$ cat src/sv/itp_pkg.sv
// itp_pkg: shared types, character codes and helper function for the
// infix to postfix converter. No dependencies.
package itp_pkg;

  // ascii codes of the special characters
  localparam logic [7:0] CH_A     = 8'h61;
  localparam logic [7:0] CH_Z     = 8'h7A;
  localparam logic [7:0] CH_OPEN  = 8'h28;
  localparam logic [7:0] CH_CLOSE = 8'h29;
  localparam logic [7:0] CH_PLUS  = 8'h2B;
  localparam logic [7:0] CH_MINUS = 8'h2D;
  localparam logic [7:0] CH_TERM  = 8'h00;

  typedef enum logic [2:0] {
    CLS_LETTER,
    CLS_OPEN,
    CLS_CLOSE,
    CLS_ADDSUB,
    CLS_OTHER
  } sym_class_t;

  typedef enum logic [1:0] {
    SRC_SYM,
    SRC_TOP,
    SRC_ZERO
  } emit_src_t;

  typedef enum logic [1:0] {
    ST_IDLE,
    ST_MAIN,
    ST_FLUSH,
    ST_DONE
  } itp_state_t;

  // controller to datapath
  typedef struct packed {
    logic      ready;
    logic      push;
    logic      pop;
    logic      emit;
    emit_src_t src;
    logic      finish;
  } itp_cmd_t;

  // datapath to controller
  typedef struct packed {
    logic       in_valid;
    sym_class_t cls;
    logic       last;
    logic       empty;
    logic       top_open;
    logic       top_addsub;
    logic       pend_valid;
    logic       out_free;
  } itp_status_t;

  function automatic sym_class_t classify(input logic [7:0] ch);
    sym_class_t c;
    if (ch >= CH_A && ch <= CH_Z) c = CLS_LETTER;
    else if (ch == CH_OPEN) c = CLS_OPEN;
    else if (ch == CH_CLOSE) c = CLS_CLOSE;
    else if (ch == CH_PLUS || ch == CH_MINUS) c = CLS_ADDSUB;
    else c = CLS_OTHER;
    return c;
  endfunction

endpackage

$ cat src/sv/itp_if.sv
// itp_if: valid/ready stream interfaces for input characters and
// postfix results. No dependencies.
interface itp_in_if;
  logic       valid;
  logic       ready;
  logic [7:0] symbol_in;
  logic       end_of_expr;

  modport source (output valid, output symbol_in, output end_of_expr, input ready);
  modport sink (input valid, input symbol_in, input end_of_expr, output ready);
endinterface

interface itp_out_if;
  logic       valid;
  logic       ready;
  logic [7:0] symbol_out;
  logic       last_of_run;

  modport source (output valid, output symbol_out, output last_of_run, input ready);
  modport sink (input valid, input symbol_out, input last_of_run, output ready);
endinterface

$ cat src/sv/itp_ctrl.sv
// itp_ctrl: state machine sequencing pushes, pops and emits per character.
// Depends on itp_pkg.
module itp_ctrl
  import itp_pkg::*;
(
  input  logic        clk,
  input  logic        rst,
  input  itp_status_t st,
  output itp_cmd_t    cmd
);

  itp_state_t state, state_next;
  logic       can_emit;
  logic       main_done;

  // an emit needs the staging slot, or room to move it out
  assign can_emit = !st.pend_valid || st.out_free;

  // main phase finishes this cycle
  always_comb begin
    main_done = 1'b0;
    unique case (st.cls)
      CLS_LETTER: main_done = can_emit;
      CLS_OPEN:   main_done = 1'b1;
      CLS_CLOSE:  main_done = st.empty || st.top_open;
      CLS_ADDSUB: main_done = st.empty || st.top_open;
      CLS_OTHER:  main_done = st.empty || st.top_open || st.top_addsub;
      default:    main_done = 1'b1;
    endcase
  end

  // next state
  always_comb begin
    state_next = state;
    unique case (state)
      ST_IDLE: begin
        if (st.in_valid) state_next = ST_MAIN;
      end
      ST_MAIN: begin
        if (main_done) state_next = st.last ? ST_FLUSH : ST_DONE;
      end
      ST_FLUSH: begin
        if (st.empty && can_emit) state_next = ST_DONE;
      end
      ST_DONE: begin
        if (!st.pend_valid || st.out_free) state_next = ST_IDLE;
      end
      default: state_next = ST_IDLE;
    endcase
  end

  // command outputs
  always_comb begin
    cmd = '0;
    cmd.src = SRC_SYM;
    unique case (state)
      ST_IDLE: begin
        cmd.ready = 1'b1;
      end
      ST_MAIN: begin
        unique case (st.cls)
          CLS_LETTER: begin
            cmd.emit = can_emit;
            cmd.src  = SRC_SYM;
          end
          CLS_OPEN: begin
            cmd.push = 1'b1;
          end
          CLS_CLOSE: begin
            if (!st.empty) begin
              if (st.top_open) begin
                cmd.pop = 1'b1;
              end else if (can_emit) begin
                cmd.pop  = 1'b1;
                cmd.emit = 1'b1;
                cmd.src  = SRC_TOP;
              end
            end
          end
          CLS_ADDSUB, CLS_OTHER: begin
            if (main_done) begin
              cmd.push = 1'b1;
            end else if (can_emit) begin
              cmd.pop  = 1'b1;
              cmd.emit = 1'b1;
              cmd.src  = SRC_TOP;
            end
          end
          default: ;
        endcase
      end
      ST_FLUSH: begin
        if (can_emit) begin
          cmd.emit = 1'b1;
          if (st.empty) begin
            cmd.src = SRC_ZERO;
          end else begin
            cmd.pop = 1'b1;
            cmd.src = SRC_TOP;
          end
        end
      end
      ST_DONE: begin
        cmd.finish = st.pend_valid && st.out_free;
      end
      default: ;
    endcase
  end

  // state register
  always_ff @(posedge clk) begin
    if (rst) begin
      state <= ST_IDLE;
    end else begin
      state <= state_next;
    end
  end

endmodule

$ cat src/sv/itp_datapath.sv
// itp_datapath: operator stack memory, character register, staging and
// output registers. Depends on itp_pkg and the stream interfaces.
module itp_datapath
  import itp_pkg::*;
#(
  parameter int STACK_DEPTH = 32
) (
  input  logic         clk,
  input  logic         rst,
  itp_in_if.sink       in_stream,
  itp_out_if.source    out_stream,
  input  itp_cmd_t     cmd,
  output itp_status_t  st
);

  localparam int IdxW = $clog2(STACK_DEPTH);
  localparam int CntW = $clog2(STACK_DEPTH + 1);

  logic [7:0]      stack_mem [STACK_DEPTH];
  logic [CntW-1:0] count, count_next;
  logic [IdxW-1:0] rd_addr;
  logic [7:0]      top;
  logic [7:0]      sym;
  logic            last;
  logic [7:0]      pend_sym;
  logic            pend_valid;
  logic [7:0]      out_sym;
  logic            out_last;
  logic            out_valid;
  logic [7:0]      emit_val;
  logic            do_push;
  logic            load;

  assign load    = in_stream.valid && in_stream.ready;
  assign do_push = cmd.push && (count < CntW'(STACK_DEPTH));

  // stack depth tracking
  always_comb begin
    count_next = count;
    if (do_push) count_next = count + CntW'(1);
    else if (cmd.pop) count_next = count - CntW'(1);
  end

  // top entry address after this cycle's update
  assign rd_addr = (count_next == '0) ? '0 : IdxW'(count_next - CntW'(1));

  // stack memory, registered top read with write bypass
  always_ff @(posedge clk) begin
    if (do_push) stack_mem[IdxW'(count)] <= sym;
    if (do_push && (IdxW'(count) == rd_addr)) top <= sym;
    else top <= stack_mem[rd_addr];
  end

  always_ff @(posedge clk) begin
    if (rst) begin
      count <= '0;
    end else begin
      count <= count_next;
    end
  end

  // accepted character
  always_ff @(posedge clk) begin
    if (load) begin
      sym  <= in_stream.symbol_in;
      last <= in_stream.end_of_expr;
    end
  end

  // emitted value select
  always_comb begin
    unique case (cmd.src)
      SRC_SYM:  emit_val = sym;
      SRC_TOP:  emit_val = top;
      SRC_ZERO: emit_val = CH_TERM;
      default:  emit_val = CH_TERM;
    endcase
  end

  // staging register holds a result until it is known whether more follow
  always_ff @(posedge clk) begin
    if (rst) begin
      pend_valid <= 1'b0;
    end else if (cmd.emit) begin
      pend_valid <= 1'b1;
    end else if (cmd.finish) begin
      pend_valid <= 1'b0;
    end
  end

  always_ff @(posedge clk) begin
    if (cmd.emit) pend_sym <= emit_val;
  end

  // output register
  always_ff @(posedge clk) begin
    if (rst) begin
      out_valid <= 1'b0;
    end else if ((cmd.emit && pend_valid) || cmd.finish) begin
      out_valid <= 1'b1;
    end else if (out_stream.ready) begin
      out_valid <= 1'b0;
    end
  end

  always_ff @(posedge clk) begin
    if ((cmd.emit && pend_valid) || cmd.finish) begin
      out_sym  <= pend_sym;
      out_last <= cmd.finish;
    end
  end

  assign out_stream.valid       = out_valid;
  assign out_stream.symbol_out  = out_sym;
  assign out_stream.last_of_run = out_last;
  assign in_stream.ready        = cmd.ready;

  // status to controller
  always_comb begin
    st.in_valid   = in_stream.valid;
    st.cls        = classify(sym);
    st.last       = last;
    st.empty      = (count == '0);
    st.top_open   = (top == CH_OPEN);
    st.top_addsub = (top == CH_PLUS) || (top == CH_MINUS);
    st.pend_valid = pend_valid;
    st.out_free   = !out_valid || out_stream.ready;
  end

endmodule

$ cat src/sv/infix_to_postfix_converter_unit.sv
// Infix to postfix converter: takes one ASCII character per transaction and
// returns the postfix characters it causes, one per transaction, with
// last_of_run marking the final result of each input character. Lowercase
// letters pass through, operators go through a STACK_DEPTH-entry stack, and
// a character with end_of_expr set flushes the stack and adds a zero
// terminator. Each character is accepted in the idle state, then a main phase
// pops stack entries one at a time and then pushes an operator or emits a
// letter; with end_of_expr a flush phase pops the remaining entries and emits
// the terminator, and a closing state releases the last result. A result the
// output side does not take stalls these phases. The stack memory has one
// write and one registered top read, which sets one pop per cycle while the
// output side keeps up. Results pass through a staging and an output
// register; the next character is accepted only after the last result of the
// current one has moved into the output register.
module infix_to_postfix_converter_unit
  import itp_pkg::*;
#(
  parameter int STACK_DEPTH = 32
) (
  input  logic      clk,
  input  logic      rst,
  itp_in_if.sink    in_stream,
  itp_out_if.source out_stream
);

  itp_cmd_t    cmd;
  itp_status_t st;

  itp_ctrl u_ctrl (
    .clk (clk),
    .rst (rst),
    .st  (st),
    .cmd (cmd)
  );

  itp_datapath #(
    .STACK_DEPTH (STACK_DEPTH)
  ) u_datapath (
    .clk        (clk),
    .rst        (rst),
    .in_stream  (in_stream),
    .out_stream (out_stream),
    .cmd        (cmd),
    .st         (st)
  );

endmodule

$ cat src/flat_wrapper.sv
// flat-port wrapper written by rule: the top's interface ports become plain ports
module infix_to_postfix_converter_unit_flat import itp_pkg::*;
#(
  parameter int STACK_DEPTH = 32
)
  (clk, rst, in_stream_valid, in_stream_symbol_in, in_stream_end_of_expr, in_stream_ready, out_stream_valid, out_stream_symbol_out, out_stream_last_of_run, out_stream_ready);
  itp_in_if in_stream_i ();
  itp_out_if out_stream_i ();
  input  logic clk;
  input  logic rst;
  input wire logic [$bits(in_stream_i.valid)-1:0] in_stream_valid;
  input wire logic [$bits(in_stream_i.symbol_in)-1:0] in_stream_symbol_in;
  input wire logic [$bits(in_stream_i.end_of_expr)-1:0] in_stream_end_of_expr;
  output wire logic [$bits(in_stream_i.ready)-1:0] in_stream_ready;
  output wire logic [$bits(out_stream_i.valid)-1:0] out_stream_valid;
  output wire logic [$bits(out_stream_i.symbol_out)-1:0] out_stream_symbol_out;
  output wire logic [$bits(out_stream_i.last_of_run)-1:0] out_stream_last_of_run;
  input wire logic [$bits(out_stream_i.ready)-1:0] out_stream_ready;
  assign in_stream_i.valid = in_stream_valid;
  assign in_stream_i.symbol_in = in_stream_symbol_in;
  assign in_stream_i.end_of_expr = in_stream_end_of_expr;
  assign in_stream_ready = in_stream_i.ready;
  assign out_stream_valid = out_stream_i.valid;
  assign out_stream_symbol_out = out_stream_i.symbol_out;
  assign out_stream_last_of_run = out_stream_i.last_of_run;
  assign out_stream_i.ready = out_stream_ready;
  infix_to_postfix_converter_unit #(.STACK_DEPTH(STACK_DEPTH)) u_core (.clk(clk), .rst(rst), .in_stream(in_stream_i), .out_stream(out_stream_i));
endmodule
$ cat config.mk
export PLATFORM = sky130hd
export DESIGN_NAME = infix_to_postfix_converter_unit_flat
export DESIGN_NICKNAME = d
export VERILOG_FILES = /design/src/sv/itp_pkg.sv /design/src/sv/itp_if.sv /design/src/sv/itp_ctrl.sv /design/src/sv/itp_datapath.sv /design/src/sv/infix_to_postfix_converter_unit.sv /design/src/flat_wrapper.sv
export SDC_FILE = /design/constraint.sdc
export NUM_CORES = 1
export LEC_CHECK = 0
export CORE_MARGIN = 4
export CORE_UTILIZATION = 57
export DETAILED_ROUTE_END_ITERATION = 10
export DONT_BUFFER_PORTS = 1
export MAX_ROUTING_LAYER = met4
export PLACE_DENSITY_LB_ADDON = 0.15
export SYNTH_ARGS = -nofsm -noshare
export SYNTH_HDL_FRONTEND = slang
export SYNTH_HIERARCHICAL = 1
export SYNTH_SLANG_ARGS = --single-unit
$ cat constraint.sdc
create_clock -name clk -period 4.6 [get_ports clk]
set_input_delay 0.92 -clock clk [delete_from_list [all_inputs] [get_ports clk]]
set_output_delay 0.92 -clock clk [all_outputs]
set_load 0.01 [all_outputs]
==> results.toml <==
[timing]
fin_crit_ns = 4.45
whs_ns = 0.423
worst_clock_skew_ns = 0.0218
worst_slew_pin_slew_ns = 0.767
setup_violations = 0
slew_headroom_pct = 48.7
max_freq_mhz = 225
timing.final.crit_share_pct = 96.6
report.final.slew_viol_count = 0
finalHoldViolations = 0

[min_path]
min_path_type = "reg2reg"
min-delay-start = "u_core/u_datapath/pend_sym[1]$_DFFE_PP_"
hold_depth = 0
whs_endpoint = "u_core/u_datapath/out_stream.symbol_out[1]$_DFFE_PP_"

[synth]
synthesis.area_sq_um = 12200
synth_xor_area_share_pct = 0.574
synth_compound_area_share_pct = 4.05
synthFlopType = "edfxtp_1"
yosys.cell_types.count = 67
syn_inst = 685
synth_edf_count = 282
syn_nets = 708
synth-seq-cells = 297
synthMuxAreaShare_pct = 13.7
synth-adder-area-share_pct = 1.02
async_reset_ff_share_pct = 0
yosys_warnings = 6
synth_area_per_cell_sq_um = 17.8
synth_top_family_by_area = "multiplexers"
yosysSeqAreaShare_pct = 71.8
yosys.area_share.simple_pct = 6.50

[floorplanning]
row_count = 53
die_h_microns = 154
die_area_sq_um = 23800
ios = 24
core_area_sq_um = 21000
die_x_microns = 154
start_util_pct = 58.1

[clock_network]
cts.clk_slew.worst_paths_ns = 0.07
cts_root_buffer = "clkbuf_16"
cts_buffers = 28
htreeDepth = 1
clock_latency_ns = 0.54
clockBufferDepth = 3
cts_tree = "done"
cts_hold_buf = 0
numClockSinks = 297

[placement]
gp_congestion = 0.850
port_buffers = 0
place_hpwl_microns = 17800
postPlaceCellArea_sq_um = 13100

[drt]
dr.pass1.iters = 5
drt_first_iter_violations = 683
num_vias = 6642
drc_errors = 0
drt-wirelength-per-cell_microns = 24.5
wirelength_microns = 26500
vias_per_cell = 6.15
ant_nets = 0

[setup_path]
regToRegSetupSlack_ns = 0.15
worstPathRequired_ns = 5.04
cp-start-kind = "flip-flop"
cp.arrival_ns = 4.88
crit_fanout = 7
cp-end-kind = "flip-flop"
reg2regPathDepth = 20
worstSetupPathType = "reg2reg"

[finish]
layout-drive-gt1-share_pct = 28.0
nets = 806
layout_common_cells = "edfxtp_1, buf_4, nor2_1"
layout_commonest_cell = "edfxtp_1"
area_growth_pct = 16.7
fillers = 1334
fin_area_sq_um = 14200
diodes = 0

[outcome]
status = "finished clean"

[grt]
grt_pass1_wl_microns = 39800
antenna_found_initial = 0
grt_usage_pct = 22.9
gr-total-overflow = 0
grt_max_degree = 34
grt_pass1_vias = 6529

[run]
maxCapViolCount = 0

[power_and_ir_drop]
vdd_drop_max_mv = 0.388
static-leakage-power_nw = 4.78
p_per_area_nw_per_um2 = 624
[cells by family (layout without fill, tap and decap cells)]
logic type                 count (synthesis)  count (layout)
xor gates and xnor gates                   8               8
adders and majority gates                 10              10
and+or+nand+nor                          160             160
AOI/OAI and AO/OA                         70              70
buffers and inverters                     47             167
muxes                                     93              93
DFF                                      297             297
[worst max-delay path by stage]
stage                     startpoint         to  slack (ns)  cells past startpoint
final                      flip-flop  flip-flop        0.15                     20
after global routing       flip-flop  flip-flop       -0.03                     22
after CTS                  flip-flop  flip-flop        0.02                     20
after detailed placement   flip-flop  flip-flop       -0.19                     18
after global placement     flip-flop  flip-flop       -0.09                     18
after floorplan            flip-flop  flip-flop        0.20                     17
[power breakdown]
| part | switching (W) | internal [W] |
|---|---|---|
| clock network | 0.000927 | 0.00133 |
| registers | 0.000172 | 0.00325 |
| logic | 0.00170 | 0.00150 |
[layout make-up]
class                           instances  area, sq um  area share, %
Sequential cell                       297         8780           61.6
Multi-Input combinational cell        341         3280           23.0
Timing Repair Buffer                  101          886           6.22
Clock buffer                           36          762           5.35
Tap cell                              275          344           2.42
Clock inverter                         16          148           1.04
Inverter                               14         52.6          0.369
[timing repair]
action | 4_1_cts | 5_1_grt
setup endpoints to repair | 5 | 207
pin swaps | 1 | 5
cloned | 0 | 0
gates resized for setup | 2 | 31
buffers inserted | 1 | 8
[metal layers]
metal  track usage [%]  wire [microns]
met4              5.93             678
met3              3.55            1750
met5                 -               0
met2              35.6           13000
met1              32.4           11100
[stage by stage]
| stage | cells | TNS, ns | total power, W | setup WS [ns] | utilization, % |
|---|---|---|---|---|---|
| 3_3_place_gp | 1019 | -0.427 | 0.00633 | -0.0905 | 62.3 |
| 5_1_grt | 1080 | -0.0435 | 0.00930 | -0.0290 | 67.8 |
| 2_1_floorplan | 685 | 0 | 0.00533 | 0.195 | - |
| 3_5_place_dp | 1019 | -0.939 | 0.00640 | -0.192 | 62.3 |
| 4_1_cts | 1072 | 0 | 0.00866 | 0.0174 | 66.7 |
| 6_report | 1080 | 0 | 0.00889 | 0.154 | 67.8 |
[cell usage after synthesis, types with 3 or more instances]
cell / n / area share (%)
nand3_1: 13 / 0.53
and2_1: 3 / 0.15
mux2i_1: 33 / 2.7
nand3b_1: 5 / 0.31
nor2_1: 62 / 1.9
buf_6: 9 / 0.83
a31oi_1: 6 / 0.31
a21oi_1: 16 / 0.66
and3_1: 3 / 0.15
a211oi_1: 4 / 0.25
dfxtp_1: 15 / 2.5
a221oi_1: 7 / 0.50
a22oi_1: 5 / 0.31
mux2_2: 4 / 0.37
nand2b_1: 9 / 0.46
clkbuf_1: 10 / 0.31
nor2b_1: 10 / 0.51
xnor2_1: 5 / 0.36
ha_1: 10 / 1.0
mux4_1: 9 / 1.9
edfxtp_1: 282 / 69
nand4_1: 3 / 0.15
o31ai_1: 4 / 0.25
xor2_1: 3 / 0.22
nand2_1: 29 / 0.89
o21ai_0: 9 / 0.37
mux4_2: 47 / 8.7
inv_1: 12 / 0.37
buf_4: 12 / 0.74
nor3_1: 5 / 0.20
[worst max-delay path, cell delays in order (launching register included)]
cell and delay (ns):
dfxtp_4 0.42, buf_8 0.16, mux4_1 0.55, mux4_2 0.53, mux2i_2 0.21, a21bo_2 0.28, nor4_4 0.26, buf_4 0.18
o31ai_2 0.08, a21o_1 0.21, and4_1 0.17, o21a_1 0.21, buf_4 0.16, nor2_1 0.12, a211oi_2 0.05, a21oi_2 0.14
buf_4 0.15, ha_2 0.19, nand3_1 0.08, xor2_1 0.14, nor2_1 0.05
[state kept, by name (all words and copies together) (netlist names), named ones only]
register,count
u_core/u_ctrl/state,2
u_core/u_datapath/count,6
u_core/u_datapath/last,1
u_core/u_datapath/out_stream.last_of_run,1
u_core/u_datapath/out_stream.symbol_out,8
u_core/u_datapath/out_stream.valid,1
u_core/u_datapath/pend_sym,8
u_core/u_datapath/pend_valid,1
u_core/u_datapath/stack_mem,256
u_core/u_datapath/sym,8
No activity file was read; power rests on OpenSTA's default activity.
